## src/hdl/ppc_pkg.sv

```systemverilog
// Package for the per-source IP packet counter: table sizing constants
// and the token type that travels along the cell chain. No dependencies.
`timescale 1ns / 1ps
`default_nettype none

package ppc_pkg;

    localparam int TABLE_DEPTH = 256;
    localparam int ADDR_W      = 32;
    localparam int COUNT_W     = 32;
    localparam int INDEX_W     = 8;
    localparam int ENTRIES_W   = 9;
    localparam int USED_W      = $clog2(TABLE_DEPTH + 1);

    localparam logic [COUNT_W-1:0] COUNT_ONE = COUNT_W'(1);
    localparam logic [COUNT_W-1:0] COUNT_MAX = '1;

    typedef struct packed {
        logic                 valid;
        logic [ADDR_W-1:0]    key;
        logic                 found;
        logic                 fresh;
        logic [COUNT_W-1:0]   count;
        logic [INDEX_W-1:0]   index;
        logic [USED_W-1:0]    used;
    } t_token;

endpackage

`default_nettype wire

```

## src/hdl/ppc_cell.sv

```systemverilog
// One table slot of the counter chain: stored address, count and occupancy.
// Compares the passing lookup beat, updates or claims the slot, and forwards it.
// Depends on ppc_pkg.
`timescale 1ns / 1ps
`default_nettype none

module ppc_cell
    import ppc_pkg::*;
(
    input  logic                 i_clk,
    input  logic                 i_rst_n,
    input  logic [INDEX_W-1:0]   i_pos,
    input  t_token               i_tok,
    output t_token               o_tok
);

    logic [ADDR_W-1:0]  r_addr;
    logic [COUNT_W-1:0] r_count;
    logic               r_occ;
    t_token             r_tok;

    logic               live;
    logic               hit;
    logic               app;
    logic [COUNT_W-1:0] n_count;
    t_token             n_tok;

    always_comb begin
        live    = i_tok.valid & ~i_tok.found;
        hit     = live & r_occ & (r_addr == i_tok.key);
        app     = live & ~r_occ;
        n_count = (r_count == COUNT_MAX) ? r_count : r_count + COUNT_ONE;

        n_tok      = i_tok;
        n_tok.used = i_tok.used + USED_W'(r_occ | app);
        if (hit) begin
            n_tok.found = 1'b1;
            n_tok.count = n_count;
            n_tok.index = i_pos;
        end else if (app) begin
            n_tok.found = 1'b1;
            n_tok.fresh = 1'b1;
            n_tok.count = COUNT_ONE;
            n_tok.index = i_pos;
        end
    end

    always_ff @(posedge i_clk) begin
        if (!i_rst_n) begin
            r_occ <= 1'b0;
            r_tok <= '0;
        end else begin
            r_tok <= n_tok;
            if (app) begin
                r_occ <= 1'b1;
            end
        end
    end

    always_ff @(posedge i_clk) begin
        if (hit) begin
            r_count <= n_count;
        end else if (app) begin
            r_addr  <= i_tok.key;
            r_count <= COUNT_ONE;
        end
    end

    assign o_tok = r_tok;

endmodule

`default_nettype wire

```

## config.mk

```make
export PLATFORM = sky130hd
export DESIGN_NAME = ppc_cell
export DESIGN_NICKNAME = d
export VERILOG_FILES = /design/src/hdl/ppc_pkg.sv /design/src/hdl/ppc_cell.sv
export SDC_FILE = /design/constraint.sdc
export NUM_CORES = 1
export LEC_CHECK = 0
export ABC_AREA = 1
export BUFFER_PORTS_ARGS = -buffer_cell sky130_fd_sc_hd__buf_2
export CORE_AREA = 2 2 131 133
export DETAILED_ROUTE_END_ITERATION = 10
export DIE_AREA = 0 0 133 135
export GPL_TIMING_DRIVEN = 0
export HOLD_SLACK_MARGIN = 0.03
export PLACE_DENSITY = 0.84
export SLEW_MARGIN = 5
export SYNTH_ARGS = -nofsm -noshare
export SYNTH_HDL_FRONTEND = slang
export SYNTH_SLANG_ARGS = --single-unit
```

## constraint.sdc

```tcl
create_clock -name i_clk -period 3.23 [get_ports i_clk]
set_clock_uncertainty 0.05 [all_clocks]
set_input_delay 0.646 -clock i_clk [delete_from_list [all_inputs] [get_ports i_clk]]
set_output_delay 0.646 -clock i_clk [all_outputs]
set_load 0.02 [all_outputs]
```

# Word level (Yosys, flattened, before mapping)
# Index checks and enable logic that the tools add are counted.
# op_classes
n_addsub	2
mul	0
div	0
n_lt_le_gt_ge	0
eq_ne	2
shifts	0
muxes	7
n_bitwise	8
n_reduce_logical	2
# ops
op	n
$mux W32	3
$mux W42	1
$mux W40	1
$add A32 B1 Y32 const B	1
$eq A32 B32 Y1	1
$eq A32 B32 Y1 const B	1
$add A9 B1 Y9	1
$and A1 B1 Y1	4
$not A1 Y1	3
$mux W1	2
$reduce_and A2 Y1	1
$reduce_bool A2 Y1	1
$or A1 B1 Y1	1
# word_totals
regBits	149
latchBits	0
ram_bits	0
mem_bits_ro	0
input_bits	94
out_inout_bits	84
word_cells	31
n_memories	0

# Logic depth before layout (Yosys ltp)
# Gate-level depths: netlist of the first run.
# logic_depth
depth_word	6
ltp_mapped	13
ltp_nobuf	12

# Worst setup path before layout of the first run
# Ideal clock, no wire load.
# synth_path
kind	input-to-reg
startpoint	input i_tok[50] (netlist bit)
endpoint	register r_count[0], enable pin
setup_ns	0.390
arrival_ns	2.189
t_required_ns	2.790
path_slack_ns	0.601
stages	9
path_buffers	0
cell_sequence	inv_1 > nand2_1 > nor2_1 > nand3_1 > nor2_1 > nand2_1 > nor2_1 > nand2_1 > nand2_1
# synth_between
elab_chain_cells	5
word_cells_on_any_way	6
classes_between	5 x bitwise; 1 x reduce/logical
# synth_rtl
element	line	source
from (decl)	ppc_cell.sv:13	input t_token i_tok,
$not A1 Y1 *	ppc_cell.sv:29	live = i_tok.valid & ~i_tok.found;
$and A1 B1 Y1 *	ppc_cell.sv:29	
$and A1 B1 Y1 (2 in a row)	ppc_cell.sv:30	hit = live & r_occ & (r_addr == i_tok.key);
$reduce_bool A2 Y1 (no source line) *	--	
to (signal assigned)	ppc_cell.sv:62	r_count <= n_count;
to (decl)	ppc_cell.sv:18	logic [COUNT_W-1:0] r_count;
# Every way passes the cells marked *; elsewhere a longest branch is shown, timed or not.
# A chain may end at the register's enable or synchronous reset.

# Worst setup path in the final report of the first run
# layout_path
startpoint	register r_count[0]
endpoint	register r_count[26] (data pin)
# layout_between
elab_chain_cells	3
word_cells_on_any_way	4
classes_between	1 x add/sub; 1 x eq/ne; 2 x mux
# layout_rtl
element	line	source
$add A32 B1 Y32 or $eq A32 B32 Y1 (tied branches)	ppc_cell.sv:32	n_count = (r_count == COUNT_MAX) ? r_count : r_count + COUNT_ONE;
$mux W32 *	ppc_cell.sv:32	
$mux W32 *	ppc_cell.sv:61	if (hit) begin
# Marked as above.

==> results of run 1 <==
cells in the final DEF, fill, tap and decap left out, types with 2 or more instances in the layout:
| cell | n |
|---|---|
| buf_6 | 3 |
| inv_1 | 188 |
| buf_1 | 2 |
| a21oi_1 | 49 |
| nand2_4 | 2 |
| bufinv_16 | 2 |
| dfxtp_1 | 85 |
| edfxtp_1 | 64 |
| nand4_1 | 11 |
| nor2_1 | 150 |
| clkbuf_16 | 18 |
| nor3_1 | 13 |
| o21ai_0 | 16 |
| xor2_1 | 4 |
| buf_4 | 8 |
| ha_1 | 3 |
| nand3_1 | 99 |
| buf_2 | 180 |
| nand3_2 | 2 |
| inv_6 | 4 |
| clkinv_1 | 4 |
| nand2_2 | 3 |
| clkbuf_1 | 18 |
| nand2_1 | 428 |
| nor2_2 | 5 |
| clkinv_4 | 2 |
| nand3b_1 | 2 |
| nor2_4 | 4 |
| xnor2_1 | 6 |
cells in the mapped netlist, drive strengths merged:
master | n | share of area, %
clkbuf | 18 | 0.84
inv | 189 | 8.9
edfxtp | 64 | 24
nand3b | 2 | 0.19
clkinv | 3 | 0.14
nand2 | 433 | 21
a31oi | 1 | 0.078
nand3 | 101 | 6.4
nand4 | 12 | 1.1
or2 | 1 | 0.078
a21oi | 49 | 3.1
xor2 | 4 | 0.44
xnor2 | 6 | 0.66
nor3 | 13 | 0.81
ha | 3 | 0.47
o21ai | 17 | 1.1
buf | 17 | 1.5
nor2 | 160 | 8.2
dfxtp | 85 | 21
o21a | 1 | 0.094
critical path: stages (launching register included):
cell and delay (ns):
edfxtp_1 0.60, ha_1 0.21, buf_4 0.15, nand3_2 0.12, inv_2 0.16, nand2_4 0.12
nor2_8 0.23, nand4_4 0.23, clkinv_1 0.29, o21ai_0 0.13, nand2_1 0.08, nor2_1 0.04
layout make-up:
class                           instances  area, µm²
Fill cell                            1491       6620
Sequential cell                       149       3620
Multi-Input combinational cell        803       3470
Timing Repair Buffer                  177        901
Inverter                              192        721
Clock buffer                           20        468
Tap cell                              220        275
Buffer                                 35        190
Clock inverter                         12        140
sequential cells by signal, summed over array words and instances, names as in the netlist:
signal	flops
o_tok	84
r_addr	32
r_count	32
r_occ	1
final timing paths:
kind / from / to / depth (start not counted)
max: r_count[0]$_SDFFCE_PN1P_ / r_count[26]$_SDFFCE_PN0P_ / 11
max reg2reg: r_count[0]$_SDFFCE_PN1P_ / r_count[26]$_SDFFCE_PN0P_ / 11
min reg2reg: r_occ$_SDFFE_PN0P_ / r_occ$_SDFFE_PN0P_ / 2
min: i_tok[49] / o_tok[49]$_SDFF_PN0_ / 2
stage by stage:
| stage | hold WS [ns] | area (µm²) | TNS, ns |
|---|---|---|---|
| final | 0.375 | 9790 | 0 |
| after CTS | 0.369 | 9790 | 0 |
| after global routing | 0.379 | 9790 | 0 |
| after detailed placement | 0.442 | 9180 | 0 |
| after global placement | 0.438 | 9160 | -12.22 |
| after floorplan | 0.421 | 8000 | 0 |
power by group through the flow:
stage | combinational [W] | clock, W | sequential, W
after floorplan | 0.000236 | 0 | 0.00221
after global placement | 0.000518 | 0 | 0.00214
after detailed placement | 0.000533 | 0 | 0.00214
after CTS | 0.000538 | 0.00206 | 0.00210
after global routing | 0.000599 | 0.00213 | 0.00211
final | 0.000540 | 0.00204 | 0.00210
kinds of logic (layout without fill, tap and decap cells):
logic type | Yosys count | count (layout) | synth area share (%)
and+or+nand+nor | 722 | 722 | 37.4
buffers and inverters | 227 | 436 | 11.4
DFF | 149 | 149 | 45.3
AOI/OAI and AO/OA | 68 | 68 | 4.35
xor gates and xnor gates | 10 | 10 | 1.09
adders and majority gates | 3 | 3 | 0.469
metal layers:
metal | wire length, µm | track usage [%]
met5 | 0 | 0
met4 | 556 | 8.90
met3 | 2080 | 5.18
met2 | 11000 | 43.1
met1 | 10200 | 35.6
==> out/results.ini, run 1 <==
[power_and_ir_drop]
p_switching_w=0.00123
leakagePower_nw=5.30
irDropWorstVdd_v=0.000366
clock_power_share_pct=43.6
p_comb_share_pct=11.5
p_int_w=0.00346
p_sw_share_pct=26.2
finalPower_w=0.00468
power_frac_seq_pct=44.8
powerDensity_nw_per_um2=478

[layout]
layout-drive-gt1-share_pct=17.6
syn_to_final_growth_pct=22.3
nets=1472
layout.cells.non_filler=1608
fin_util_pct=59.7
n_antenna_cell=0

[placement]
gp_congestion=0.969
dp_worst_setup_slack_ns=0.150
dp_cells=1576
dp_hpwl_mm=18.0
io_buffers=176

[sta]
finalHoldViolCount=0
worst_pin_slew_ns=0.922
slew_viol_final=0
setup_viol=0
layout_min_cycle_time_ns=2.67
fin_crit_sh_pct=82.6
worst_slack_ns=0.563
max_clock_freq_ghz=0.375
rsz0062_at_grt=false
maxSlewHeadroom_pct=38.3

[logic_synthesis]
syn_area_per_cell_um2=6.79
syn-cell-area_um2=8000
ys_warn_count=0
synth_seq_cells=149
synthesis.nets=1276
synthCells=1179
ys_types=32
synth_seq_area_share_pct=45.3

[clock_tree]
clkTransAtPathRegs_ns=0.06
cts_buffer_depth=2
numCtsBuffers=17
cts-root-buf=clkbuf_16
clk_latency_ns=0.43
cts_tree=yes
cts_hold_buffers=0
htreeDepth=4
cts.sinks=149
cts_setup_buffers=0
cts.repair.resized=0

[run]
drv_cap=0

[floorplan]
io_pins=178
fp.coreArea_um2=16400
die_h_um=135
initial_core_util_pct=48.8
dieArea_um2=18000
rows=47
fp.dieW_um=133

[critical_path]
path_class=reg -> reg
rrSetupSlack_ns=0.56
cp-start-kind=register
cp_max_fo=10
endpoint_kind=register
worst_ep_arrival_time_ns=2.79
critical_path_required_ns=3.35

[grt]
grt_pass1_wl_mm=37.2
grt_overflow=0
grt_pass1_vias=7449
grt_use_total_pct=26.5
antenna_found_initial=0
grt_max_degree=34

[drt]
routedWlPerCell_um=14.8
ant_nets=0
drc=0
dr.first_iter.drc_count=766
via_per_inst=5.03
drt_first_pass_iters=5
vias=8091
wl_mm=23.9

[outcome]
status=complete, no violations

[hold_path]
hp-class=in -> reg

Note: power is estimated with default switching activity, not from simulation.
==> run 2, diff against run 1 <==
--- a/config.mk
+++ b/config.mk
@@ -5,14 +5,14 @@
 export SDC_FILE = /design/constraint.sdc
 export NUM_CORES = 1
 export LEC_CHECK = 0
-export ABC_AREA = 1
+export ABC_AREA = 0
 export BUFFER_PORTS_ARGS = -buffer_cell sky130_fd_sc_hd__buf_2
-export CORE_AREA = 2 2 131 133
+export CORE_AREA = 2 2 116 118
 export DETAILED_ROUTE_END_ITERATION = 10
-export DIE_AREA = 0 0 133 135
+export DIE_AREA = 0 0 118 120
 export GPL_TIMING_DRIVEN = 0
 export HOLD_SLACK_MARGIN = 0.03
-export PLACE_DENSITY = 0.84
+export PLACE_DENSITY = 0.86
 export SLEW_MARGIN = 5
 export SYNTH_ARGS = -nofsm -noshare
 export SYNTH_HDL_FRONTEND = slang
==> constraint.sdc (replaced) <==
create_clock -name i_clk -period 2.7 [get_ports i_clk]
set_clock_uncertainty 0.05 [all_clocks]
set_input_delay 0.54 -clock i_clk [delete_from_list [all_inputs] [get_ports i_clk]]
set_output_delay 0.54 -clock i_clk [all_outputs]
set_load 0.02 [all_outputs]
==> out/results.ini, run 2 <==
[clock_tree]
numCtsBuffers=17
cts.sinks=149
cts_buffer_depth=2
cts_tree=yes
clk_latency_ns=0.43
htreeDepth=4
cts_hold_buffers=0
clkTransAtPathRegs_ns=0.07
cts-root-buf=clkbuf_16

[layout]
layout-drive-gt1-share_pct=35.9
nets=802
fin_util_pct=60.6
final_common_cell=buf_2
layout_common_cells=176 x buf_2, 85 x dfxtp_1, 64 x edfxtp_1
syn_to_final_growth_pct=27.3
largest_reg_flops=84
design_area_um2=7870

[critical_path]
cp-start-kind=register
cpMaxStageDelayCell=or4_4
path_class=reg -> reg
critPathBufInv=0
critPathMostFrequentCell=nor2_1
slowest_delay_ns=0.61
path_delay_family=simple AND/OR/NAND/NOR gates
cp_max_fo=5
critical_path_required_ns=2.82
worst_ep_arrival_time_ns=2.62
endpoint_kind=register
path_cells=ha_1 > nand3_1 > or4_4 > nor4_2 > nor2_1 > xnor2_1 > nor2_1

[drt]
ant_nets=0
vias=4551
wl_mm=14.3
via_per_inst=5.08
drc=0
drt_first_pass_iters=5
routedWlPerCell_um=16.0
dr.first_iter.drc_count=247

[grt]
grt_max_degree=41
antenna_found_initial=1
grt_use_total_pct=21.1
grt_pass1_wl_mm=22.9
grt_overflow=0
grt_pass1_vias=4536

[floorplan]
fp.coreArea_um2=13000
die_h_um=120
fp.dieW_um=118
rows=42
initial_core_util_pct=47.6
dieArea_um2=14200
io_pins=178

[sta]
setup_viol=0
maxSlewHeadroom_pct=19.4
slew_viol_final=0
layout_min_cycle_time_ns=2.49
worst_slack_ns=0.207
fin_crit_sh_pct=92.3
finalHoldViolCount=0
max_clock_freq_ghz=0.401
rsz0062_at_grt=false
finalSetupTns_ns=0
worst_pin_slew_ns=1.21

[logic_synthesis]
synth_top_family_by_area=simple AND/OR/NAND/NOR gates
synth-xor-area-share_pct=9.49
muxShareOfSynthArea_pct=1.78
synth-adder-area-share_pct=0.607
synth_seq_cells=149
syn_area_per_cell_um2=12.1
synth_top_cell_area_share_pct=31.1
synth.most_common_cell=dfxtp_1
syn-cell-area_um2=6180
synth_edf_count=64
synth_seq_area_share_pct=58.6
synthesis.nets=606
ys_types=53
yosysTopAreaCell=edfxtp_1
synth_top_cells_by_area=edfxtp_1 31%, dfxtp_1 28%, xnor2_1 8.4%
synth_simple_gate_area_share_pct=19.0
synthCells=509
synthFlopType=dfxtp_1
synthTopCellsByCount=85 x dfxtp_1, 64 x edfxtp_1, 59 x xnor2_1
ys_warn_count=0
synthArstFlopShare_pct=0
synth_compound_area_share_pct=7.67

[placement]
placed_area_um2=7280
io_buffers=176
dp_hpwl_mm=10.7
dp_worst_setup_slack_ns=-0.562
gp_congestion=0.922

[outcome]
status=complete, no violations

[power_and_ir_drop]
powerDensity_nw_per_um2=675
leakagePower_nw=3.17
irDropWorstVdd_v=0.000534

[run]
drv_cap=0

[hold_path]
hp-class=in -> reg

run 2: cell count changes in the layout (fill, tap and decap cells not counted), sizes merged, moves of 37 or more:
cell / change
and2: +37
nor2: -102
a21oi: -48
nand2: -392
nand3: -82
xnor2: +53
inv: -182
run 2: worst paths after layout:
check / from / endpoint / slack, ns / cells after the start
setup reg to reg: r_count[0]$_SDFFCE_PN1P_ / r_count[21]$_SDFFCE_PN0P_ / 0.21 / 7
hold reg to reg: r_count[31]$_SDFFCE_PN0P_ / o_tok[48]$_SDFF_PN0_ / 0.57 / 2
hold / removal: i_tok[20] / o_tok[20]$_SDFF_PN0_ / 0.26 / 2
setup / recovery: r_count[0]$_SDFFCE_PN1P_ / r_count[21]$_SDFFCE_PN0P_ / 0.21 / 7
run 2: layout make-up:
class                           count  area, µm²
Sequential cell                   149       3620
Clock inverter                     14        131
Multi-Input combinational cell    337       2380
Buffer                             20        163
Antenna cell                        1       2.50
Inverter                            3       16.3
Fill cell                        1041       5110
Tap cell                          176        220
Clock buffer                       18        439
Timing Repair Buffer              177        888
run 2: what timing repair did:
item	in CTS	in global routing
buffers inserted	0	1
pin swaps	0	1
cloned	0	0
resized for setup	1	0
setup endpoints to repair	40	40
run 2: report_power, final:
group	internal (W)	switching [W]	total, W
clock	0.00124	0.00103	0.00227
sequential	0.00246	0.0000450	0.00251
combinational	0.000217	0.000310	0.000528
total	0.00393	0.00139	0.00531
run 2: per-layer routing:
metal  vias to the layer above  track usage, %  share of wire (%)
met4                         0            8.06                1.5
met1                      2176            23.6                 39
met5                         -               0                  0
met2                       155            37.5                 53
li1                       2198               -                  -
met3                        22            6.94                6.4
run 2: metrics by stage:
stage,power [W],hold slack [ns],std cells
5_1_grt,0.00550,0.254,894
6_report,0.00531,0.265,895
3_5_place_dp,0.00309,0.534,861
3_3_place_gp,0.00307,0.535,861
2_1_floorplan,0.00286,0.498,509
4_1_cts,0.00536,0.247,893
run 2: kinds of logic after synthesis:
family / count (synthesis)
and+or+nand+nor: 215
DFF: 149
xor gates and xnor gates: 67
AOI/OAI and AO/OA: 41
buffers and inverters: 23
muxes: 11
adders and majority gates: 3
==> run 3, diff against run 2 <==
==> constraint.sdc (replaced) <==
create_clock -name i_clk -period 2.7 [get_ports i_clk]
set_clock_uncertainty 0.05 [all_clocks]
set_input_delay 0.27 -clock i_clk [delete_from_list [all_inputs] [get_ports i_clk]]
set_output_delay 0.27 -clock i_clk [all_outputs]
set_load 0.02 [all_outputs]
==> out/results.ini, run 3 (synthesized netlist as in run 2, its figures left out) <==
[grt]
antenna_found_initial=1
grt_util_met3_pct=7.51
grt_util_met1_pct=25.0
grt_pass1_vias=5143
grt_use_total_pct=23.7
gr-usage-met2_pct=43.8
grt_max_degree=41
grt_overflow=0
grt_pass1_wl_mm=25.6
busiest_layer=met2

[placement]
gp_congestion=0.922
dp_cells=861
io_buffers=176
dp_hpwl_mm=10.7

[power_and_ir_drop]
leakagePower_nw=3.46
powerDensity_nw_per_um2=635
irDropWorstVdd_v=0.000633

[clock_tree]
clkTransAtPathRegs_ns=0.06
clk_latency_ns=0.44
cts_tree=yes
cts_buffer_depth=2
htreeDepth=4
numCtsBuffers=17
cts-root-buf=clkbuf_16
cts.sinks=149

[critical_path]
worst_ep_arrival_time_ns=2.55
reg2reg_depth=7
cp-start-kind=primary input
reg2reg_to=r_count[17]$_SDFFCE_PN0P_
critPathCapture=r_count[19]$_SDFFCE_PN0P_
rrSetupSlack_ns=0.20
startpoint=i_tok[74]
path_class=in -> reg
endpoint_kind=register
critical_path_required_ns=2.74
r2r_start=r_count[0]$_SDFFCE_PN1P_
cp_max_fo=40

[floorplan]
initial_core_util_pct=47.6
die_h_um=120
rows=42
dieArea_um2=14200
io_pins=178
fp.coreArea_um2=13000
fp.dieW_um=118

[drt]
dr.first_iter.drc_count=271
routedWlPerCell_um=17.0
ant_nets=0
vias=4931
via_per_inst=5.11
wl_mm=16.4
drc=0
drt_first_pass_iters=5

[layout]
nets=872
regArea_um2=3620
multi_input_area_um2=2380
largest_reg_flops=84
layout_common_cells=176 x buf_2, 85 x dfxtp_1, 70 x dlygate4sd3_1
layout.cells.non_filler=965
syn_to_final_growth_pct=38.6
fillers=942
final_common_cell=buf_2
layout-drive-gt1-share_pct=32.7

[sta]
max_clock_freq_ghz=0.398
fin_crit_sh_pct=93.0
hold_ws_ns=0.0357
slew_viol_final=0
worst_pin_slew_ns=1.27
setup_viol=0
rsz0062_at_grt=false
finalHoldViolCount=0
maxSlewHeadroom_pct=15.4
layout_min_cycle_time_ns=2.51

[outcome]
status=complete, no violations

[hold_path]
hp-class=in -> reg

[run]
drv_cap=0

==> run 3: cell types whose count changed in the layout (fill, tap and decap cells not counted), sizes merged <==
cell         before  now
dlygate4sd3       0   70
==> run 3: how the worst min path moves through the flow <==
stage	startpoint	end	cells after the start
6_report	i_tok[10]	o_tok[10]$_SDFF_PN0_	3
4_1_cts	i_tok[27]	o_tok[27]$_SDFF_PN0_	3
3_3_place_gp	i_tok[23]	o_tok[23]$_SDFF_PN0_	2
2_1_floorplan	i_tok[51]	r_addr[0]$_DFFE_PP_	0
5_1_grt	i_tok[70]	o_tok[70]$_SDFF_PN0_	2
3_5_place_dp	i_tok[44]	o_tok[44]$_SDFF_PN0_	2
==> run 3: per-stage QoR <==
stage / setup TNS, ns / total power, W / util, % / instance area [µm²] / setup slack [ns]
after global placement: -8.21 / 0.00307 / 56.1 / 7280 / -0.243
after CTS: 0 / 0.00544 / 65.9 / 8560 / 0.00573
after floorplan: 0 / 0.00286 / - / 6180 / 0.463
final: 0 / 0.00544 / 66.0 / 8570 / 0.189
after detailed placement: -9.54 / 0.00309 / 56.1 / 7280 / -0.292
after global routing: 0 / 0.00561 / 66.0 / 8560 / 0.0917
==> run 3: power breakdown <==
group          total [W]  internal [W]  leakage [nW]  switching (W)
clock            0.00231       0.00125         0.281        0.00106
sequential       0.00251       0.00246          1.31      0.0000475
combinational   0.000620      0.000284          1.87       0.000336
==> run 3: area by class of cell <==
cell class                      instances  share of cell area, %
Tap cell                              176                   2.57
Multi-Input combinational cell        337                   27.8
Sequential cell                       149                   42.3
Inverter                                3                  0.190
Antenna cell                            1                 0.0292
Clock buffer                           18                   5.13
Clock inverter                         14                   1.53
Timing Repair Buffer                  247                   18.5
Buffer                                 20                   1.90
==> run 3: worst max-delay path: stages <==
cell and delay, ns:
dlygate4sd3_1 0.54, buf_2 0.16, xnor2_1 0.23, nand4_1 0.18
nor4_1 0.29, nand4b_1 0.18, and2_1 0.20, buf_4 0.20
clkinv_4 0.30
==> run 3: timing repair <==
action,4_1_cts,5_1_grt
endpoints found under the hold margin,74,0
hold buffers,70,0
pin swaps,0,1
gates resized for setup,1,0
setup endpoints to repair,40,40
setup buffers,0,1
==> run 3: routing by layer <==
layer  up-vias  wire length (µm)
met4         0               329
li1       2340                 -
met2       186              8910
met3        36              1040
met1      2369              6080
met5         -                 0
